<file path="config.mk">
export PLATFORM = sky130hd
export DESIGN_NAME = half_single_float_convert_core_flat
export DESIGN_NICKNAME = d
export VERILOG_FILES = /design/src/rtl/hsfc_pkg.sv /design/src/rtl/hsfc_if.sv /design/src/rtl/half_single_float_convert_core.sv /design/src/flat_wrapper.sv
export SDC_FILE = /design/constraint.sdc
export NUM_CORES = 1
export LEC_CHECK = 0
export ABC_AREA = 1
export BUFFER_PORTS_ARGS = -buffer_cell sky130_fd_sc_hd__buf_2
export CAP_MARGIN = 30
export CORE_UTILIZATION = 45
export DETAILED_ROUTE_END_ITERATION = 12
export PLACE_DENSITY = 0.69
export SLEW_MARGIN = 20
export SYNTH_ARGS = -nofsm -noshare
export SYNTH_HDL_FRONTEND = slang
export SYNTH_SLANG_ARGS = --single-unit
</file>
<file path="constraint.sdc">
create_clock -name clk_i -period 2.3 [get_ports clk_i]
set_input_delay 0.46 -clock clk_i [delete_from_list [all_inputs] [get_ports clk_i]]
set_output_delay 0.46 -clock clk_i [all_outputs]
set_load 0.03 [all_outputs]
</file>
<file path="src/rtl/hsfc_pkg.sv">
package hsfc_pkg;

  // Direction codes carried in the command field.
  localparam logic CmdHalfToSingle = 1'b0;
  localparam logic CmdSingleToHalf = 1'b1;

  localparam int unsigned OperandWidth = 32;
  localparam int unsigned ResultWidth  = 32;

  typedef struct packed {
    logic                    command;
    logic [OperandWidth-1:0] operand_bits;
  } hsfc_req_t;

  typedef struct packed {
    logic [ResultWidth-1:0] result_bits;
  } hsfc_rsp_t;

  // Half to single conversion. The result is exact.
  function automatic logic [31:0] half_to_single(input logic [15:0] h);
    logic        sgn;
    logic [4:0]  ex;
    logic [9:0]  mn;
    logic [3:0]  lz;
    logic [10:0] norm;
    logic [7:0]  sexp;
    logic [31:0] res;
    sgn  = h[15];
    ex   = h[14:10];
    mn   = h[9:0];
    lz   = 4'd0;
    norm = 11'd0;
    sexp = 8'd0;
    // Normalization shift of a subnormal: the leading-zero count of {1'b0, mn}.
    for (int i = 0; i < 10; i++) begin
      if (mn[i]) begin
        lz = 4'(10 - i);
      end
    end
    norm = {1'b0, mn} << lz;
    sexp = 8'd113 - 8'(lz);
    if (ex == 5'd0) begin
      if (mn == 10'd0) begin
        res = {sgn, 31'd0};
      end else begin
        res = {sgn, sexp, norm[9:0], 13'd0};
      end
    end else if (ex == 5'h1F) begin
      res = {sgn, 8'hFF, mn, 13'd0};
    end else begin
      res = {sgn, 8'(ex) + 8'd112, mn, 13'd0};
    end
    return res;
  endfunction

  // Single to half conversion with truncation; overflow and NaN give infinity.
  function automatic logic [15:0] single_to_half(input logic [31:0] s);
    logic        sgn;
    logic [8:0]  ex;
    logic [23:0] sig;
    logic [4:0]  sh;
    logic [23:0] shifted;
    logic [15:0] res;
    sgn     = s[31];
    ex      = {1'b0, s[30:23]} - 9'd112;
    sig     = {1'b1, s[22:0]};
    sh      = 5'd0;
    shifted = 24'd0;
    if (s[30:23] >= 8'd143) begin
      res = {sgn, 15'h7C00};
    end else if (s[30:23] <= 8'd112) begin
      if (s[30:23] < 8'd102) begin
        res = {sgn, 15'd0};
      end else begin
        // Shift count is 14 - ex, which lies in 14 to 24.
        sh      = 5'(8'd126 - s[30:23]);
        shifted = sig >> sh;
        res     = {sgn, shifted[14:0]};
      end
    end else begin
      res = {sgn, ex[4:0], s[22:13]};
    end
    return res;
  endfunction

endpackage

</file>
<file path="src/rtl/hsfc_if.sv">
interface hsfc_req_if;
  import hsfc_pkg::*;
  logic      valid;
  logic      ready;
  hsfc_req_t payload;
  modport source (output valid, output payload, input ready);
  modport sink (input valid, input payload, output ready);
endinterface

interface hsfc_rsp_if;
  import hsfc_pkg::*;
  logic      valid;
  logic      ready;
  hsfc_rsp_t payload;
  modport source (output valid, output payload, input ready);
  modport sink (input valid, input payload, output ready);
endinterface

</file>
<file path="src/rtl/half_single_float_convert_core.sv">
// Half/single floating-point converter.
// Requests arrive on req_i: command selects half to single (exact) or
// single to half (truncating), operand_bits holds the source pattern.
// Results leave on rsp_o as result_bits; a half result sits in the low
// 16 bits with the upper bits zero.
// The request is registered on acceptance; the conversion is short
// combinational logic from that register to the result register.
// A request passes the input register and then the result register before
// its result is valid; one request can be accepted every cycle while results drain.
// A second stage register lets the input register keep moving while a
// finished result waits: ready drops only when both stages are full.
// When the receiver stalls, results hold in place and stay valid.
// Reset is asynchronous and empties both stages; the block is ready
// as soon as reset is released.
module half_single_float_convert_core (
  input  logic        clk_i,
  input  logic        rst_ni,
  hsfc_req_if.sink    req_i,
  hsfc_rsp_if.source  rsp_o
);
  import hsfc_pkg::*;

  logic        in_vld_q, in_vld_d;
  hsfc_req_t   in_q;
  logic        out_vld_q, out_vld_d;
  logic [31:0] out_q;
  logic [31:0] conv;
  logic        out_load;
  logic        in_load;

  // The result stage takes new data when it is empty or being drained.
  assign out_load = !out_vld_q || rsp_o.ready;
  assign req_i.ready = !in_vld_q || out_load;
  assign in_load = req_i.valid && req_i.ready;

  // Conversion between the two registers.
  always_comb begin
    unique case (in_q.command)
      CmdHalfToSingle: conv = half_to_single(in_q.operand_bits[15:0]);
      CmdSingleToHalf: conv = {16'd0, single_to_half(in_q.operand_bits)};
      default:         conv = '0;
    endcase
  end

  assign in_vld_d  = in_load ? 1'b1 : (out_load ? 1'b0 : in_vld_q);
  assign out_vld_d = out_load ? in_vld_q : out_vld_q;

  // Valid flags.
  always_ff @(posedge clk_i or negedge rst_ni) begin
    if (!rst_ni) begin
      in_vld_q  <= 1'b0;
      out_vld_q <= 1'b0;
    end else begin
      in_vld_q  <= in_vld_d;
      out_vld_q <= out_vld_d;
    end
  end

  // Payload registers.
  always_ff @(posedge clk_i) begin
    if (in_load) begin
      in_q <= req_i.payload;
    end
    if (out_load && in_vld_q) begin
      out_q <= conv;
    end
  end

  assign rsp_o.valid = out_vld_q;
  assign rsp_o.payload.result_bits = out_q;

`ifndef SYNTHESIS
  // A stalled result must not change.
  a_hold: assert property (@(posedge clk_i) disable iff (!rst_ni)
    out_vld_q && !rsp_o.ready |=> out_vld_q && $stable(out_q))
    else $error("result changed under stall");
  // With both stages full and the output stalled, no request is taken.
  a_full: assert property (@(posedge clk_i) disable iff (!rst_ni)
    in_vld_q && out_vld_q && !rsp_o.ready |-> !req_i.ready)
    else $error("request taken while full");
  // Half results keep the upper bits clear.
  a_upper: assert property (@(posedge clk_i) disable iff (!rst_ni)
    in_vld_q && in_q.command == CmdSingleToHalf |-> conv[31:16] == 16'd0)
    else $error("half result upper bits set");
`endif

endmodule
</file>
<file path="src/flat_wrapper.sv">
// flat-port wrapper written by rule: the top's interface ports become plain ports
module half_single_float_convert_core_flat import hsfc_pkg::*;
  (clk_i, rst_ni, req_i_valid, req_i_payload, req_i_ready, rsp_o_valid, rsp_o_payload, rsp_o_ready);
  hsfc_req_if req_i_i ();
  hsfc_rsp_if rsp_o_i ();
  input  logic clk_i;
  input  logic rst_ni;
  input wire logic [$bits(req_i_i.valid)-1:0] req_i_valid;
  input wire logic [$bits(req_i_i.payload)-1:0] req_i_payload;
  output wire logic [$bits(req_i_i.ready)-1:0] req_i_ready;
  output wire logic [$bits(rsp_o_i.valid)-1:0] rsp_o_valid;
  output wire logic [$bits(rsp_o_i.payload)-1:0] rsp_o_payload;
  input wire logic [$bits(rsp_o_i.ready)-1:0] rsp_o_ready;
  assign req_i_i.valid = req_i_valid;
  assign req_i_i.payload = req_i_payload;
  assign req_i_ready = req_i_i.ready;
  assign rsp_o_valid = rsp_o_i.valid;
  assign rsp_o_payload = rsp_o_i.payload;
  assign rsp_o_i.ready = rsp_o_ready;
  half_single_float_convert_core u_core (.clk_i(clk_i), .rst_ni(rst_ni), .req_i(req_i_i), .rsp_o(rsp_o_i));
endmodule
</file>
==> impl_metrics.env, run 1 <==
export IMPL_status="complete, but fails checks"
export IMPL_violations="design-rule violations"
export IMPL_num_rows=34
export IMPL_grt_usage=0.242
export IMPL_timing_final_crit_share=0.935
export IMPL_drc=8
export IMPL_layout_common_cells="nand2_1 (128), buf_2 (70), edfxtp_1 (64)"
export IMPL_antennaDiodeCount=0
export IMPL_first_pass_iters=9
export IMPL_rsz0062_at_grt="no"
export IMPL_ctsHtreeMaxLevel=3
export IMPL_first_global_vias=3398
export IMPL_clk_latency_ns=0.35
export IMPL_timing_final_crit_period_ns=2.15
export IMPL_tightestPinTransition_ns=0.571
export IMPL_drtAntennaViolNets=0
export IMPL_synth_edf_count=64
export IMPL_ir_drop_uv=378
export IMPL_nets=615
export IMPL_grt_antenna_before_repair=0
export IMPL_syn_area_um2=4120
export IMPL_p_per_area_nw_per_um2=678
export IMPL_crit_top_cell="o21ai_0"
export IMPL_slew_headroom=0.619
export IMPL_cts_root_buf="clkbuf_8"
export IMPL_area_growth_pct=17.7
export IMPL_dieArea_um2=9550
export IMPL_seq_area_frac_synth=0.478
export IMPL_hpwl_um=8540
export IMPL_avgSynthCellArea_um2=8.52
export IMPL_synth_top_flop_cell="edfxtp_1"
export IMPL_wirelength_um=11100
export IMPL_gp_congestion=0.953
export IMPL_syn_inst=484
export IMPL_path_clk_slew_ns=0.08
export IMPL_numCtsBuffers=9
export IMPL_ys_types=45
export IMPL_die_h_um=97.7
export IMPL_crit_type="reg2reg"
export IMPL_drive_above_1_share=0.240
export IMPL_p_leak_nw=2.09
export IMPL_start_util=0.468
export IMPL_grt_pass1_wl_um=17700
export IMPL_final_setup_viol_count=0
export IMPL_worstHoldPathType="in2reg"
export IMPL_port_buffers=70
export IMPL_crit_path_max_fanout=42
export IMPL_clockBufferDepth=2
export IMPL_end_kind="flop"
export IMPL_slowest_delay_ns=0.44
export IMPL_first_iter_violations=404
export IMPL_syn_num_nets=525
export IMPL_final_common_cell="nand2_1"
export IMPL_max_cap_viol_count=0
export IMPL_hold_violations=0
export IMPL_slowest_stage="edfxtp_1"
export IMPL_core_um2=8810
export IMPL_io_pins=71
export IMPL_crit_chain="buf_4 -> buf_12 -> o21ai_0 -> nand2_1 -> o21ai_0 -> nand2_1 -> o21ai_0 -> or2_1 -> o2111ai_1 -> a21oi_1"
export IMPL_yosys_register_bits=66
export IMPL_clock_skew_ns=0.0126
export IMPL_place_inst=669
export IMPL_grt_overflow=0
export IMPL_die_w_um=97.7
export IMPL_grt_max_degree=43
export IMPL_yosys_warnings=0
export IMPL_totalNegativeSetupSlack_ns=0
export IMPL_critPathRequiredTime_ns=2.50
export IMPL_fill_cells=838
export IMPL_slew_viol_final=0
export IMPL_start_kind="flop"
export IMPL_fmax_mhz=465
export IMPL_stdcell_count=687
export IMPL_routedWlPerCell_um=16.2
export IMPL_viasPerCell=5.47
export IMPL_worstPathArrival_ns=2.35
export IMPL_cts_sinks=66
export IMPL_synthArstFlopShare=0.0303
export IMPL_cts_tree="built"
export IMPL_vias=3756
==> worst paths after layout <==
check                      slack (ns)  cells after the start                       to               from
setup reg to reg                 0.15                     10  u_core.rsp_o.payload[1]    u_core.in_q[23]
setup / recovery                 0.15                     10  u_core.rsp_o.payload[1]    u_core.in_q[23]
min in group asynchronous        0.43                      2       u_core.rsp_o.valid             rst_ni
max in group asynchronous        1.77                      2          u_core.in_vld_q             rst_ni
hold / removal                   0.29                      1          u_core.in_q[30]  req_i_payload[30]
hold reg to reg                  0.49                      2       u_core.rsp_o.valid    u_core.in_vld_q
==> per-stage QoR <==
stage	power (mW)	hold WS, ns	worst slack (ns)	cell area (µm²)	util
2_1_floorplan	2.18	0.164	0.0419	4130	-
3_3_place_gp	2.46	0.246	0.113	4670	0.530
3_5_place_dp	2.46	0.248	0.0887	4670	0.530
4_1_cts	3.29	0.280	0.0843	4840	0.550
5_1_grt	3.46	0.269	0.00870	4850	0.551
6_report	3.29	0.285	0.148	4850	0.551
==> sequential cells by signal (all words and copies together) (netlist names) <==
register              cells
u_core.rsp_o.payload     31
u_core.in_vld_q           1
u_core.in_q              33
u_core.rsp_o.valid        1
==> final cells by class <==
type | count | area [µm²] | area share
multi-input combinational | 349 | 1790 | 0.369
timing repair buffer | 103 | 626 | 0.129
inverter | 45 | 169 | 0.0348
clock buffer | 10 | 128 | 0.0263
clock inverter | 6 | 33.8 | 0.00696
sequential | 66 | 1970 | 0.406
tap | 108 | 135 | 0.0278
==> routing by layer <==
layer	vias to the layer above	global-route usage	routed length (µm)
li1	1851	-	-
met1	1706	0.378	5340
met2	180	0.334	4630
met3	19	0.0480	924
met4	0	0.0769	218
met5	-	0	0
==> where the power goes <==
group | leakage [nW] | internal (mW) | total (mW) | switching, mW
clock | 0.0795 | 0.382 | 0.840 | 0.458
combinational | 1.36 | 0.300 | 0.931 | 0.631
sequential | 0.644 | 1.46 | 1.52 | 0.0629
==> synth_stat cells (3+ instances only) <==
cell,number,share of area
inv_1,39,0.035
buf_12,3,0.015
o211ai_1,11,0.020
buf_6,3,0.0082
buf_2,8,0.0097
buf_4,4,0.0073
nor3_1,3,0.0036
ha_1,4,0.012
mux2i_1,9,0.022
nand3_1,30,0.036
o21ai_1,10,0.012
or2_1,4,0.0061
o21ai_0,46,0.056
o2111ai_1,4,0.0085
nand4_1,7,0.011
nor2_1,24,0.022
edfxtp_1,64,0.47
nand2_1,128,0.12
a21oi_1,43,0.052
nand2_2,4,0.0061
inv_2,5,0.0046
==> timing repair <==
item / CTS / global route
hold buffers: 1 / 0
resized for setup: 0 / 5
setup buffers: 0 / 1
hold endpoints to repair: 2 / 0
endpoints found under the setup margin: 0 / 11
==> critical path: cells and delay by family, from the launching register on <==
family | cells | cell delay, ns
AOI/OAI and AO/OA | 5 | 0.91
buffers and inverters | 2 | 0.33
DFF | 1 | 0.44
and+or+nand+nor | 3 | 0.31
==> cells by family (layout without fill, tap and decap cells) <==
logic type,count (synthesis),after routing,synth area share
AOI/OAI and AO/OA,123,123,0.167
xor gates and xnor gates,3,3,0.00637
adders and majority gates,4,4,0.0121
buffers and inverters,69,164,0.0895
DFF,66,66,0.478
muxes,9,9,0.0218
and+or+nand+nor,210,210,0.225
Power figures use the tool's default switching activity.
==> inputs of run 2 (changes only) <==
PLACE_DENSITY = 0.7   (was 0.69)
==> run 2 against run 1 <==
  * Non-clock buffer count is 2 lower
  * Critical endpoint is now u_core.rsp_o.payload[2]
  * Die area did not move
  * First-iteration DRC count fell by 27%
  * Sequential power barely moved
  * Largest cell class unchanged
  * Clock power increased by 40%
  * Global-route usage increased by 0.073 points
  * Setup slack improved by 0.012 ns
  * Maximum frequency increased by 0.55%
  * Sequential share of layout area decreased by 0.41 points
  * Sequential cell count unchanged
  * The run still ends with design-rule violations left
  * Combinational power hardly changed
  * Critical path type unchanged
  * Final area grew 1.0%
==> impl_metrics.env, run 2 (synthesis gave the netlist of run 1 again) <==
export IMPL_max_cap_viol_count=0
export IMPL_port_buffers=70
export IMPL_crit_buf_inv=2
export IMPL_path_clk_slew_ns=0.07
export IMPL_violations="design-rule violations"
export IMPL_ir_drop_uv=490
export IMPL_grt_pass1_wl_um=17800
export IMPL_slowest_delay_ns=0.39
export IMPL_largest_register="u_core.in_q"
export IMPL_hpwl_um=8520
export IMPL_area_growth_pct=18.9
export IMPL_crit_path_max_fanout=17
export IMPL_grt_use_met2=0.338
export IMPL_busiest_layer="met1"
export IMPL_clock_skew_ns=0.0129
export IMPL_status="complete, but fails checks"
export IMPL_wirelength_um=11200
export IMPL_cts_root_buf="clkbuf_8"
export IMPL_slew_headroom=0.629
export IMPL_antennaDiodeCount=0
export IMPL_worstHoldPathType="in2reg"
export IMPL_slew_viol_final=0
export IMPL_vias=3793
export IMPL_crit_type="reg2reg"
export IMPL_fill_cells=822
export IMPL_die_w_um=97.7
export IMPL_critPathRequiredTime_ns=2.39
export IMPL_crit_chain="inv_2 -> ha_1 -> clkinv_2 -> or2_1 -> o211ai_1 -> o21ai_0 -> or2_1 -> o2111ai_1 -> a21oi_1"
export IMPL_routedWlPerCell_um=16.4
export IMPL_totalNegativeSetupSlack_ns=0
export IMPL_ctsHtreeMaxLevel=3
export IMPL_stdcell_count=685
export IMPL_die_h_um=97.7
export IMPL_largest_reg_flops=33
export IMPL_dieArea_um2=9550
export IMPL_slowest_stage="edfxtp_1"
export IMPL_clockBufferDepth=2
export IMPL_p_per_area_nw_per_um2=740
export IMPL_gp_congestion=0.955
export IMPL_nets=613
export IMPL_numCtsBuffers=9
export IMPL_drtAntennaViolNets=0
export IMPL_path_delay_family="simple AND/OR/NAND/NOR gates"
export IMPL_drive_above_1_share=0.239
export IMPL_first_global_vias=3405
export IMPL_timing_hold_ws_ns=0.292
export IMPL_first_pass_iters=10
export IMPL_use_met3=0.0365
export IMPL_grt_max_degree=44
export IMPL_rsz0062_at_grt="no"
export IMPL_end_kind="flop"
export IMPL_worstPathArrival_ns=2.23
export IMPL_use_met1=0.385
export IMPL_start_util=0.468
export IMPL_place_inst=666
export IMPL_first_iter_violations=293
export IMPL_p_leak_nw=2.11
export IMPL_grt_antenna_before_repair=0
export IMPL_start_kind="flop"
export IMPL_hold_violations=0
export IMPL_io_pins=71
export IMPL_cts_sinks=66
export IMPL_num_rows=34
export IMPL_cts_tree="built"
export IMPL_timing_final_crit_period_ns=2.14
export IMPL_layout_common_cells="nand2_1 (128), buf_2 (70), edfxtp_1 (64)"
export IMPL_crit_top_cell="or2_1"
export IMPL_tightestPinTransition_ns=0.555
export IMPL_drc=12
export IMPL_clk_latency_ns=0.34
export IMPL_grt_overflow=0
export IMPL_fmax_mhz=467
export IMPL_final_setup_viol_count=0
export IMPL_core_um2=8810
export IMPL_final_common_cell="nand2_1"
export IMPL_timing_final_crit_share=0.930
export IMPL_grt_usage=0.243
export IMPL_viasPerCell=5.54
-- run 2: cell types whose count changed in the layout (fill, tap and decap cells not counted), moves of 2 or more --
cell,change
clkinvlp_4,-2
o21ai_0,+3
o21ai_1,-3
bufinv_16,+3
-- run 2: area by class of cell --
class                           count  area (µm²)  area share
Clock buffer                        9         124      0.0253
Clock inverter                      7         116      0.0237
Inverter                           45         170      0.0347
Multi-Input combinational cell    349        1790       0.364
Sequential cell                    66        1970       0.402
Tap cell                          108         135      0.0276
Timing Repair Buffer              101         598       0.122
-- run 2: worst reg2reg max path, stage by stage (launching register included) --
cell	delay, ns
edfxtp_1	0.39
inv_2	0.07
ha_1	0.32
clkinv_2	0.21
or2_1	0.31
o211ai_1	0.10
o21ai_0	0.14
or2_1	0.22
o2111ai_1	0.07
a21oi_1	0.09
-- run 2: power by group --
group / internal [mW] / leakage, nW / total [mW] / switching, mW
logic: 0.291 / 1.35 / 0.929 / 0.638
registers: 1.46 / 0.644 / 1.52 / 0.0599
clock network: 0.720 / 0.121 / 1.18 / 0.461
-- run 2: routing by layer --
layer  vias to the layer above  wire length (µm)
li1                       1848                 -
met1                      1743              5550
met2                       189              4630
met3                        13               882
met4                         0               165
met5                         -                 0
-- run 2: metrics by stage --
| step | power, mW | util | area, µm² | setup WS [ns] |
|---|---|---|---|---|
| 2_1_floorplan | 2.18 | - | 4130 | 0.0419 |
| 3_3_place_gp | 2.46 | 0.526 | 4640 | 0.169 |
| 3_5_place_dp | 2.45 | 0.526 | 4640 | 0.179 |
| 4_1_cts | 3.63 | 0.555 | 4890 | 0.157 |
| 5_1_grt | 3.78 | 0.557 | 4900 | 0.00602 |
| 6_report | 3.63 | 0.557 | 4900 | 0.160 |
-- run 2: path summary, 6_finish.rpt --
path | end | start | depth (start not counted) | slack, ns
worst max-delay path | u_core.rsp_o.payload[2] | u_core.in_q[23] | 9 | 0.16
worst min-delay path | u_core.in_q[17] | req_i_payload[17] | 1 | 0.29
worst max register to register | u_core.rsp_o.payload[2] | u_core.in_q[23] | 9 | 0.16
worst min register to register | u_core.rsp_o.valid | u_core.in_vld_q | 2 | 0.51
max in group asynchronous | u_core.rsp_o.valid | rst_ni | 2 | 1.77
min in group asynchronous | u_core.in_vld_q | rst_ni | 2 | 0.43
-- run 2: what timing repair did --
item                                    in CTS  in global routing
hold endpoints to repair                     2                  0
buffers inserted                             0                  2
hold buffers                                 1                  0
endpoints found under the setup margin       0                  4
gates resized for setup                      0                  3
==> inputs of run 3 (changes only) <==
BUFFER_PORTS_ARGS = unset   (was -buffer_cell sky130_fd_sc_hd__buf_2)
DONT_BUFFER_PORTS = 1   (was unset)
PLACE_DENSITY = 0.63   (was 0.7)
==> run 3 against run 2 <==
  * Clock skew shrank 0.0021 ns
  * Sequential power grew 9%
  * Sequential cell count is the same
  * Final area shrank 9.3%
  * The flow still finishes with violations (design-rule violations)
  * Combinational power shrank 26%
  * Total power shrank 11%
  * Critical endpoint is now u_core.rsp_o.payload[5]
  * Critical path depth is the same
==> impl_metrics.env, run 3 (synthesis gave the netlist of run 1 again) <==
export IMPL_regArea_um2=1970
export IMPL_path_delay_family="buffers and inverters"
export IMPL_clk_latency_ns=0.35
export IMPL_grt_usage=0.242
export IMPL_crit_cells=9
export IMPL_largest_register="u_core.in_q"
export IMPL_final_setup_viol_count=0
export IMPL_grt_overflow=0
export IMPL_crit_buf_inv=3
export IMPL_start_util=0.468
export IMPL_hpwl_um=8330
export IMPL_worstHoldPathType="in2reg"
export IMPL_gp_congestion=0.944
export IMPL_port_buffers=0
export IMPL_violations="design-rule violations"
export IMPL_ir_drop_uv=365
export IMPL_rr_worst_depth=9
export IMPL_crit_type="reg2reg"
export IMPL_clockBufferDepth=2
export IMPL_core_um2=8810
export IMPL_min_path_cells=0
export IMPL_numCtsBuffers=9
export IMPL_tightestPinTransition_ns=0.537
export IMPL_die_w_um=97.7
export IMPL_timing_hold_ws_ns=0.204
export IMPL_dieArea_um2=9550
export IMPL_grt_max_degree=43
export IMPL_first_pass_iters=10
export IMPL_final_common_cell="nand2_1"
export IMPL_critPathRequiredTime_ns=2.49
export IMPL_crit_chain="buf_4 -> ha_1 -> or2_1 -> nand2_2 -> inv_1 -> buf_4 -> o211ai_1 -> nand4_1 -> a21oi_1"
export IMPL_clock_skew_ns=0.0107
export IMPL_ctsHtreeMaxLevel=3
export IMPL_drc=8
export IMPL_io_pins=71
export IMPL_nets=537
export IMPL_end_kind="flop"
export IMPL_fmax_mhz=463
export IMPL_timing_final_crit_share=0.938
export IMPL_hold_violations=0
export IMPL_start_kind="flop"
export IMPL_max_cap_viol_count=0
export IMPL_setup_ws_ns=0.142
export IMPL_drtAntennaViolNets=0
export IMPL_routedWlPerCell_um=17.9
export IMPL_status="complete, but fails checks"
export IMPL_cts_sinks=66
export IMPL_slew_viol_final=0
export IMPL_p_leak_nw=1.77
export IMPL_post_place_ws_ns=0.108
export IMPL_antennaDiodeCount=0
export IMPL_crit_top_cell="buf_4"
export IMPL_largest_reg_flops=33
export IMPL_first_iter_violations=392
export IMPL_wirelength_um=10900
export IMPL_slowest_delay_ns=0.43
export IMPL_grt_antenna_before_repair=0
export IMPL_first_global_vias=3339
export IMPL_vias=3549
export IMPL_cts_root_buf="clkbuf_8"
export IMPL_viasPerCell=5.83
export IMPL_cts_tree="built"
export IMPL_drive_above_1_share=0.126
export IMPL_grt_pass1_wl_um=17600
export IMPL_path_clk_slew_ns=0.08
export IMPL_p_per_area_nw_per_um2=723
export IMPL_slew_headroom=0.643
export IMPL_crit_path_max_fanout=10
export IMPL_die_h_um=97.7
export IMPL_multi_input_area_um2=1810
export IMPL_layout_common_cells="nand2_1 (128), edfxtp_1 (64), o21ai_0 (42)"
export IMPL_num_rows=34
export IMPL_slowest_stage="edfxtp_1"
export IMPL_worstPathArrival_ns=2.34
export IMPL_fill_cells=869
export IMPL_timing_final_crit_period_ns=2.16
export IMPL_rsz0062_at_grt="yes"
export IMPL_area_growth_pct=7.86
run 3: cell count changes in the layout (fill, tap and decap cells not counted), sizes merged:
cell	delta
clkinv	-1
buf	-76
clkbuf	+1
inv	+1
bufinv	-3
clkinvlp	+2
run 3: power by group:
group | switching [mW] | leakage, nW | internal, mW
registers | 0.201 | 0.644 | 1.46
logic | 0.476 | 1.04 | 0.215
clock network | 0.468 | 0.0827 | 0.393
total | 1.14 | 1.77 | 2.07
run 3: cell type report:
| cell class | count | share of cell area |
|---|---|---|
| clock inverter | 6 | 0.00956 |
| inverter | 45 | 0.0385 |
| clock buffer | 10 | 0.0287 |
| sequential | 66 | 0.443 |
| multi-input combinational | 349 | 0.406 |
| timing repair buffer | 25 | 0.0436 |
| tap | 108 | 0.0304 |
run 3: worst register-to-register path: cells and delay by family (launching register included):
kind	cells	cell delay, ns
AO/OA/AOI/OAI	2	0.43
buffers and inverters	3	0.48
flip-flops	1	0.43
adder cells (fa/ha/maj)	1	0.21
AND/OR/NAND/NOR	3	0.45
run 3: routing by layer:
layer  GRT usage  wire (µm)  vias to the layer above
met3      0.0687       1100                       13
met4      0.0758        145                        0
met2       0.326       4440                      188
met1       0.372       5230                     1651
met5           0          0                        -
li1            -          -                     1697
run 3: path summary, 6_finish.rpt:
check,from,endpoint,slack (ns)
setup / recovery,u_core.in_q[23],u_core.rsp_o.payload[5],0.14
hold / removal,req_i_payload[8],u_core.in_q[8],0.20
setup reg to reg,u_core.in_q[23],u_core.rsp_o.payload[5],0.14
hold reg to reg,u_core.in_vld_q,u_core.rsp_o.valid,0.52
max in group asynchronous,rst_ni,u_core.rsp_o.valid,1.82
min in group asynchronous,rst_ni,u_core.in_vld_q,0.35
run 3: timing repair:
| item | in CTS | in global routing |
|---|---|---|
| hold buffers | 1 | 0 |
| endpoints found under the hold margin | 2 | 0 |
| endpoints found under the setup margin | 0 | 8 |
| buffers inserted | 0 | 0 |
| resized for setup | 0 | 9 |
run 3: metrics by stage:
step                power (mW)   util  cell area [µm²]  TNS (ns)  std cells
floorplan                 2.18      -             4130         0        484
global placement          2.37  0.483             4250         0        592
detailed placement        2.36  0.483             4250         0        592
CTS                       3.22  0.503             4430         0        609
global route              3.38  0.505             4450   -0.0618        609
finish                    3.22  0.505             4450         0        609
